<file path="src/hdl/datetime_difference_core_assert.svh">
// Assertion macros shared by the datetime difference block.
`ifndef DATETIME_DIFFERENCE_CORE_ASSERT_SVH
`define DATETIME_DIFFERENCE_CORE_ASSERT_SVH
// Checks that a condition implies another at the same edge.
`define DTD_ASSERT_IMP(lbl, ck, rn, a, b) \
  lbl: assert property (@(posedge ck) disable iff (!rn) (a) |-> (b)) \
    else $error("assertion failed");
// Checks that a condition implies another at the next edge.
`define DTD_ASSERT_NEXT(lbl, ck, rn, a, b) \
  lbl: assert property (@(posedge ck) disable iff (!rn) (a) |=> (b)) \
    else $error("assertion failed");
`endif

</file>
<file path="src/hdl/dtd_pkg.sv">
// ----------------------------------------------------------------------------
// Datetime difference package
// Shared constants and calendar helpers.
// ----------------------------------------------------------------------------
`timescale 1ns / 1ps
package dtd_pkg;
  localparam int unsigned YEAR_MAX_DEF = 9999;
  localparam int unsigned DAYS_W = 22;
  // Day count of 3.10.2022 since 1.1.0001.
  localparam logic [DAYS_W-1:0] REF_DAYS = 22'(2021*365 + 2021/4 + 273 + 2);

  typedef struct packed {
    logic [DAYS_W-1:0] days;
    logic [16:0]       tod;
  } stamp_t;

  function automatic logic [8:0] month_start(input logic [3:0] m, input logic leap);
    logic [8:0] s;
    case (m)
      4'd1: s = 9'd0;
      4'd2: s = 9'd31;
      4'd3: s = 9'd59;
      4'd4: s = 9'd90;
      4'd5: s = 9'd120;
      4'd6: s = 9'd151;
      4'd7: s = 9'd181;
      4'd8: s = 9'd212;
      4'd9: s = 9'd243;
      4'd10: s = 9'd273;
      4'd11: s = 9'd304;
      4'd12: s = 9'd334;
      default: s = 9'd0;
    endcase
    if (leap && m > 4'd2) s = s + 9'd1;
    return s;
  endfunction

  function automatic logic [4:0] month_len(input logic [3:0] m, input logic leap);
    logic [4:0] l;
    case (m) inside
      4'd2: l = leap ? 5'd29 : 5'd28;
      4'd4, 4'd6, 4'd9, 4'd11: l = 5'd30;
      default: l = 5'd31;
    endcase
    return l;
  endfunction
endpackage

</file>
<file path="src/hdl/dtd_stamp.sv">
// ----------------------------------------------------------------------------
// Datetime difference stamp conversion
// Checks one stamp and turns it into a day count and a second of day.
// Two register stages.
// ----------------------------------------------------------------------------
`timescale 1ns / 1ps
module dtd_stamp import dtd_pkg::*; #(
  parameter int unsigned YEAR_MAX = YEAR_MAX_DEF
) (
  input  logic        clk,
  input  logic        en,
  input  logic [6:0]  day,
  input  logic [6:0]  month,
  input  logic [13:0] year,
  input  logic [6:0]  hour,
  input  logic [6:0]  minute,
  input  logic [6:0]  second,
  output logic        ok,
  output stamp_t      stamp
);
  logic              leap;
  logic              ok_nxt, ok_r, ok2_r;
  logic [DAYS_W-1:0] ybase_r;
  logic [8:0]        yday_r;
  logic [16:0]       tod_r, tod2_r;
  logic [DAYS_W-1:0] days_r;
  logic [13:0]       y1;

  assign leap = (year[1:0] == 2'b00);
  assign y1   = year - 14'd1;

  always_comb begin
    ok_nxt = (year != 14'd0) && (32'(year) <= YEAR_MAX) && (month >= 7'd1)
           && (month <= 7'd12) && (day >= 7'd1)
           && (day <= 7'(month_len(month[3:0], leap)))
           && (hour < 7'd24) && (minute < 7'd60) && (second < 7'd60);
  end

  always_ff @(posedge clk) begin
    if (en) begin
      ok_r    <= ok_nxt;
      ybase_r <= DAYS_W'(y1) * DAYS_W'(365) + DAYS_W'(y1[13:2]);
      yday_r  <= month_start(month[3:0], leap) + 9'(day[4:0]) - 9'd1;
      tod_r   <= 17'(hour[4:0]) * 17'd3600 + 17'(minute[5:0]) * 17'd60
               + 17'(second[5:0]);
      ok2_r   <= ok_r;
      days_r  <= ybase_r + DAYS_W'(yday_r);
      tod2_r  <= tod_r;
    end
  end

  assign ok          = ok2_r;
  assign stamp.days  = days_r;
  assign stamp.tod   = tod2_r;
endmodule

</file>
<file path="src/hdl/datetime_difference_core.sv">
// ----------------------------------------------------------------------------
// Datetime difference core
// Difference of two calendar stamps and weekday of the first.
// ----------------------------------------------------------------------------
// One stamp pair enters every cycle in which the output word is not stalled:
// two stages convert the stamps, one compares them and takes the day and
// time-of-day differences, one settles the borrow between the two and reduces
// the weekday distance, one splits off the hours and one splits the rest into
// minutes and seconds. The whole pipeline advances only when the output word
// is not stalled, so a stall holds every stage and nothing is lost.
`timescale 1ns / 1ps
`include "datetime_difference_core_assert.svh"
module datetime_difference_core import dtd_pkg::*; #(
  parameter int unsigned YEAR_MAX = YEAR_MAX_DEF
) (
  input  logic        clk,
  input  logic        rst_n,
  input  logic        in_valid,
  output logic        in_stall,
  input  logic [6:0]  in_first_day,
  input  logic [6:0]  in_first_month,
  input  logic [13:0] in_first_year,
  input  logic [6:0]  in_first_hour,
  input  logic [6:0]  in_first_minute,
  input  logic [6:0]  in_first_second,
  input  logic [6:0]  in_other_day,
  input  logic [6:0]  in_other_month,
  input  logic [13:0] in_other_year,
  input  logic [6:0]  in_other_hour,
  input  logic [6:0]  in_other_minute,
  input  logic [6:0]  in_other_second,
  output logic        out_valid,
  input  logic        out_stall,
  output logic        out_stamps_valid,
  output logic        out_first_not_earlier,
  output logic [5:0]  out_gap_seconds,
  output logic [5:0]  out_gap_minutes,
  output logic [4:0]  out_gap_hours,
  output logic [21:0] out_gap_days,
  output logic [2:0]  out_weekday
);
  localparam logic [16:0] HOUR_RECIP = 17'd74566;
  localparam logic [12:0] MIN_RECIP  = 13'd4370;

  logic        en;
  logic [5:0]  vld_r;
  logic        f_ok, o_ok;
  stamp_t      f_st, o_st;

  logic              fne;
  logic [DAYS_W-1:0] ddf, ddo;
  logic [17:0]       dtf, dto;
  logic              ok3_r, fne3_r;
  logic [DAYS_W-1:0] dd3_r;
  logic [17:0]       dt3_r;
  logic [DAYS_W-1:0] wdd3_r;
  logic              wdneg3_r;

  logic              ok4_r, fne4_r;
  logic [DAYS_W-1:0] days4_r;
  logic [16:0]       tod4_r;
  logic [2:0]        wd4_r;
  logic [DAYS_W-1:0] dq;
  logic [16:0]       dr;
  logic [5:0]        oct_sum;
  logic [3:0]        oct_fold;
  logic [2:0]        oct_mod;
  logic [2:0]        wdm;

  logic              ok5_r, fne5_r;
  logic [DAYS_W-1:0] days5_r;
  logic [4:0]        hr5_r;
  logic [11:0]       rem5_r;
  logic [2:0]        wd5_r;
  logic [32:0]       hprod;
  logic [4:0]        hq;
  logic [11:0]       hrem;

  logic              ok6_r, fne6_r;
  logic [DAYS_W-1:0] days6_r;
  logic [4:0]        hr6_r;
  logic [5:0]        mn6_r, sc6_r;
  logic [2:0]        wd6_r;
  logic [23:0]       mprod;
  logic [5:0]        mq;
  logic [5:0]        sq;

  assign en       = !(out_valid && out_stall);
  assign in_stall = !en;

  always_ff @(posedge clk) begin
    if (!rst_n) begin
      vld_r <= '0;
    end else if (en) begin
      vld_r <= {vld_r[4:0], in_valid};
    end
  end

  dtd_stamp #(.YEAR_MAX(YEAR_MAX)) u_first (
    .clk(clk), .en(en), .day(in_first_day), .month(in_first_month),
    .year(in_first_year), .hour(in_first_hour), .minute(in_first_minute),
    .second(in_first_second), .ok(f_ok), .stamp(f_st)
  );
  dtd_stamp #(.YEAR_MAX(YEAR_MAX)) u_other (
    .clk(clk), .en(en), .day(in_other_day), .month(in_other_month),
    .year(in_other_year), .hour(in_other_hour), .minute(in_other_minute),
    .second(in_other_second), .ok(o_ok), .stamp(o_st)
  );

  assign fne = (f_st.days > o_st.days)
             || ((f_st.days == o_st.days) && (f_st.tod >= o_st.tod));
  assign ddf = f_st.days - o_st.days;
  assign ddo = o_st.days - f_st.days;
  assign dtf = {1'b0, f_st.tod} - {1'b0, o_st.tod};
  assign dto = {1'b0, o_st.tod} - {1'b0, f_st.tod};

  // Stage 3: day and time-of-day differences and distance to the weekday reference.
  always_ff @(posedge clk) begin
    if (en) begin
      ok3_r    <= f_ok && o_ok;
      fne3_r   <= fne;
      dd3_r    <= fne ? ddf : ddo;
      dt3_r    <= fne ? dtf : dto;
      wdneg3_r <= f_st.days < REF_DAYS;
      wdd3_r   <= (f_st.days >= REF_DAYS) ? f_st.days - REF_DAYS
                                          : REF_DAYS - f_st.days;
    end
  end

  // Stage 4: borrow a day when the time of day went negative, and mod 7 by
  // summing octal digits.
  always_comb begin
    dq  = dt3_r[17] ? dd3_r - DAYS_W'(1) : dd3_r;
    dr  = dt3_r[17] ? dt3_r[16:0] + 17'd86400 : dt3_r[16:0];
    oct_sum = 6'(wdd3_r[2:0]) + 6'(wdd3_r[5:3]) + 6'(wdd3_r[8:6])
            + 6'(wdd3_r[11:9]) + 6'(wdd3_r[14:12]) + 6'(wdd3_r[17:15])
            + 6'(wdd3_r[20:18]) + {5'd0, wdd3_r[21]};
    oct_fold = {1'b0, oct_sum[5:3]} + {1'b0, oct_sum[2:0]};
    oct_mod  = {2'b00, oct_fold[3]} + oct_fold[2:0];
    wdm = (oct_mod == 3'd7) ? 3'd0 : oct_mod;
    if (wdneg3_r && wdm != 3'd0) wdm = 3'd7 - wdm;
  end

  always_ff @(posedge clk) begin
    if (en) begin
      ok4_r   <= ok3_r;
      fne4_r  <= fne3_r;
      days4_r <= dq;
      tod4_r  <= dr;
      wd4_r   <= wdm;
    end
  end

  // Stage 5: hours by a reciprocal multiply.
  always_comb begin
    hprod = 33'(tod4_r) * 33'(HOUR_RECIP);
    hq    = hprod[32:28];
    hrem  = 12'(tod4_r - 17'(hq) * 17'd3600);
  end

  always_ff @(posedge clk) begin
    if (en) begin
      ok5_r   <= ok4_r;
      fne5_r  <= fne4_r;
      days5_r <= days4_r;
      hr5_r   <= hq;
      rem5_r  <= hrem;
      wd5_r   <= wd4_r;
    end
  end

  // Stage 6: minutes and seconds by a reciprocal multiply.
  always_comb begin
    mprod = 24'(rem5_r) * 24'(MIN_RECIP);
    mq    = mprod[23:18];
    sq    = 6'(rem5_r - 12'(mq) * 12'd60);
  end

  always_ff @(posedge clk) begin
    if (en) begin
      ok6_r   <= ok5_r;
      fne6_r  <= fne5_r;
      days6_r <= days5_r;
      hr6_r   <= hr5_r;
      mn6_r   <= mq;
      sc6_r   <= sq;
      wd6_r   <= wd5_r;
    end
  end

  assign out_valid             = vld_r[5];
  assign out_stamps_valid      = ok6_r;
  assign out_first_not_earlier = ok6_r & fne6_r;
  assign out_gap_seconds       = ok6_r ? sc6_r : '0;
  assign out_gap_minutes       = ok6_r ? mn6_r : '0;
  assign out_gap_hours         = ok6_r ? hr6_r : '0;
  assign out_gap_days          = ok6_r ? days6_r : '0;
  assign out_weekday           = ok6_r ? wd6_r : '0;

  `DTD_ASSERT_IMP(a_stall_only_when_blocked, clk, rst_n, in_stall, out_valid && out_stall)
  `DTD_ASSERT_NEXT(a_valid_advances, clk, rst_n, en && vld_r[4], out_valid)
  `DTD_ASSERT_IMP(a_weekday_range, clk, rst_n, out_valid, out_weekday != 3'd7)
  `DTD_ASSERT_IMP(a_hours_range, clk, rst_n, out_valid, out_gap_hours < 5'd24)
endmodule
</file>
<file path="config.mk">
export PLATFORM = sky130hd
export DESIGN_NAME = datetime_difference_core
export DESIGN_NICKNAME = d
export VERILOG_FILES = /design/src/hdl/dtd_pkg.sv /design/src/hdl/dtd_stamp.sv /design/src/hdl/datetime_difference_core.sv
export VERILOG_INCLUDE_DIRS = /design/src /design/src/hdl
export SDC_FILE = /design/constraint.sdc
export NUM_CORES = 2
export LEC_CHECK = 0
export ABC_AREA = 1
export BUFFER_PORTS_ARGS = -buffer_cell sky130_fd_sc_hd__buf_2
export CAP_MARGIN = 30
export CORE_UTILIZATION = 50
export CTS_BUF_LIST = sky130_fd_sc_hd__clkbuf_4
export CTS_CLUSTER_DIAMETER = 30
export CTS_CLUSTER_SIZE = 40
export DETAILED_ROUTE_END_ITERATION = 10
export GPL_TIMING_DRIVEN = 0
export PLACE_DENSITY = 0.69
export SYNTH_ARGS = -nofsm -noshare
export SYNTH_HDL_FRONTEND = slang
export SYNTH_SLANG_ARGS = --single-unit
</file>
<file path="constraint.sdc">
create_clock -name clk -period 12.38 [get_ports clk]
set_input_delay 1.857 -clock clk [delete_from_list [all_inputs] [get_ports clk]]
set_output_delay 1.857 -clock clk [all_outputs]
set_load 0.01 [all_outputs]
</file>
==> qor.txt <==
Place WS: 4.39 ns
Die X: 277 um
Synthesis-to-layout area growth: 8.42%
Skew-Pair Late Insertion Delay: 0.81 ns
Hpwl dp: 65.4 mm
Ratio of final minimum period to clock period: 57.9%
Largest net degree at the start of global routing: 117
Chip height: 277 um
Met3 Track Usage GR: 2.25%
H-tree Lvls: 3
IO buf count: 146
Synthesized instance count: 4159
Pre-antenna DRT Iters: 6
Slew Viols, Final: 0
WHS: 0.421 ns
RSZ-0062 raised after global routing: no
Gr usage total: 21.0%
Initial antenna violation count: 1
Clk slew on worst S/H paths: 0.08 ns
Crit path max fanout: 6
EDFF count, synth: 375
Final GP Congestion: 0.941
Distinct cells, synth: 68
Main flop type after synthesis: edfxtp_1
Synth Area per Inst: 9.07 um^2
Rows: 100
Worst path required time: 12.90 ns
Wire per inst: 14.4 um
Antenna Nets Post-Route: 0
Gr busiest metal: met2
Initial drt markers: 1407
Clock sink total: 381
Aggregate routed wire length: 78.0 mm
R2R Path Start: tod4_r[8]$_DFFE_PN_
# nets final: 5313
Routed vias: 27.1k
Synthesized area: 37700 um^2
CTS tree: built
Mapped Nets: 5090
CTS Buf Count: 72
Seq cells post-synth: 381
Hold Buf Count CTS: 0
Seq/Total Area, Yosys: 30.2%
Die area: 76600 um^2
CP startpoint: in_other_year[0]
Crit path DAT: 7.68 ns
Final setup viols: 0
HP Class: register to register
DRC viols: 0
Fmax: 140 MHz
Setup TNS: 0 ns
Crit. End Element: register
Worst setup SP type: input pin
First-pass GRT wire length: 132 mm
Status: completed
Slew @ Worst Pin: 0.652 ns
Met1 Use GR: 27.4%
Count of final hold-check violations: 0
Post-CTS Setup Bufs: 0
Met2 usage: 36.3%
Yosys Warn Count: 0
HP Start: days5_r[12]$_DFFE_PN_
Vias in the first global route: 27.4k
Slew HR: 56.1%
Core region area: 74600 um^2
Share of layout cells above drive strength 1: 7.99%
GR Overflow Total: 0
Synth async-reset ratio: 0%
Initial core utilization: 50.6%
Via/cell ratio: 5.01
I/O pins: 148
Critical path type: input pin to register
Final WS setup: 5.21 ns
Fin crit period: 7.17 ns
Root buf cell: clkbuf_4
# Max-Cap Violations: 0
CTS Buffer Depth: 3
Final Skew: 0.0554 ns
CTS resizes: 0
==> worst max-delay path: stages <==
cell and delay [ns]:
buf_2 0.09, inv_1 0.18, ha_1 0.35, nand2_1 0.14, nor2_1 0.18, nand3_1 0.13, xor2_1 0.32, inv_1 0.15
ha_1 0.35, inv_1 0.10, fa_1 0.55, inv_1 0.05, fa_1 0.49, fa_1 0.58, inv_1 0.06, fa_1 0.49
inv_1 0.04, ha_1 0.37, nand2_1 0.11, nor2_1 0.07, nand2_1 0.07, o211ai_1 0.10, a31oi_1 0.29, inv_1 0.07
a21oi_1 0.23, o21ai_0 0.13, xor2_1 0.15
==> metrics by stage <==
step / std cells / utilization, % / cell area [um^2]
final: 5411 / 54.9 / 40900
after global routing: 5411 / 54.9 / 40900
after CTS: 5410 / 54.9 / 40900
after detailed placement: 5277 / 53.3 / 39800
after global placement: 5274 / 53.2 / 39700
after floorplan: 4159 / - / 37700
==> cell type report <==
| type | count | area (um^2) |
|---|---|---|
| plain buffers | 49 | 297 |
| diodes | 1 | 2.50 |
| clock inverters | 54 | 539 |
| flip-flops and latches | 381 | 11400 |
| well taps | 969 | 1210 |
| repair buffers | 149 | 813 |
| fillers | 6789 | 33700 |
| inverters | 880 | 3310 |
| clock buffers | 79 | 593 |
| multi-input cells | 2849 | 22800 |
==> kinds of logic after synthesis <==
logic type | count (synthesis) | synth area share, %
AOI/OAI and AO/OA | 534 | 8.04
DFF | 381 | 30.2
adders and majority gates | 829 | 31.9
xor gates and xnor gates | 325 | 7.56
buffers and inverters | 929 | 9.56
and+or+nand+nor | 1161 | 12.8
==> Yosys cell counts, types with 7 or more instances <==
master | count | share of area (%)
nor4_1 | 11 | 0.18
o2111ai_1 | 10 | 0.23
xnor2_1 | 102 | 2.4
buf_6 | 8 | 0.24
o21bai_1 | 10 | 0.20
clkbuf_1 | 15 | 0.15
a21o_1 | 19 | 0.38
inv_1 | 866 | 8.6
o21a_1 | 11 | 0.22
nand2_1 | 686 | 6.8
nand3_1 | 109 | 1.4
nor3_1 | 41 | 0.54
o221ai_1 | 7 | 0.16
nand4_1 | 37 | 0.61
o211ai_1 | 7 | 0.14
nor2_1 | 236 | 2.3
edfxtp_1 | 375 | 30
xor2_1 | 222 | 5.2
clkbuf_2 | 9 | 0.12
inv_2 | 11 | 0.11
o21ai_0 | 144 | 1.9
buf_2 | 12 | 0.16
ha_1 | 609 | 20
a21oi_1 | 236 | 3.1
fa_1 | 220 | 12
a31oi_1 | 18 | 0.30
o31ai_1 | 8 | 0.16
o21ai_1 | 21 | 0.28
a21boi_0 | 7 | 0.14
==> layer usage <==
metal  up-vias  share of wire [%]  routed length, um
met5         -                  0                  0
met4         0                2.9               2250
met3       137                3.4               2640
met2       473                 47              36700
met1     12500                 47              36400
li1      14000                  -                  -
==> cell usage in the layout (no fill, tap or decap), types with 9 or more instances in the layout <==
cell	count
nand3_1	109
nand2_1	685
xnor2_1	102
clkbuf_2	9
clkbuf_4	79
o21ai_0	144
a21o_1	19
o2111ai_1	10
clkinv_1	12
buf_2	158
bufinv_16	9
inv_2	13
o21ai_1	21
nor3_1	41
nand4_1	37
nor4_1	11
xor2_1	222
clkinv_2	14
a31oi_1	18
o21a_1	11
inv_1	866
edfxtp_1	375
o21bai_1	10
fa_1	220
nor2_1	236
a21oi_1	236
ha_1	609
clkbuf_1	15
==> worst paths after layout <==
| path | endpoint | slack, ns | cells after the start |
|---|---|---|---|
| worst max-delay path | u_other.ybase_r[19]$_DFFE_PN_ | 5.21 | 27 |
| worst min-delay path | days6_r[12]$_DFFE_PN_ | 0.42 | 0 |
| worst max register to register | rem5_r[11]$_DFFE_PN_ | 6.05 | 25 |
| worst min register to register | days6_r[12]$_DFFE_PN_ | 0.42 | 0 |
Power is not shown: default switching activity piles up to over one toggle a cycle in this logic, so the estimate is an artifact.
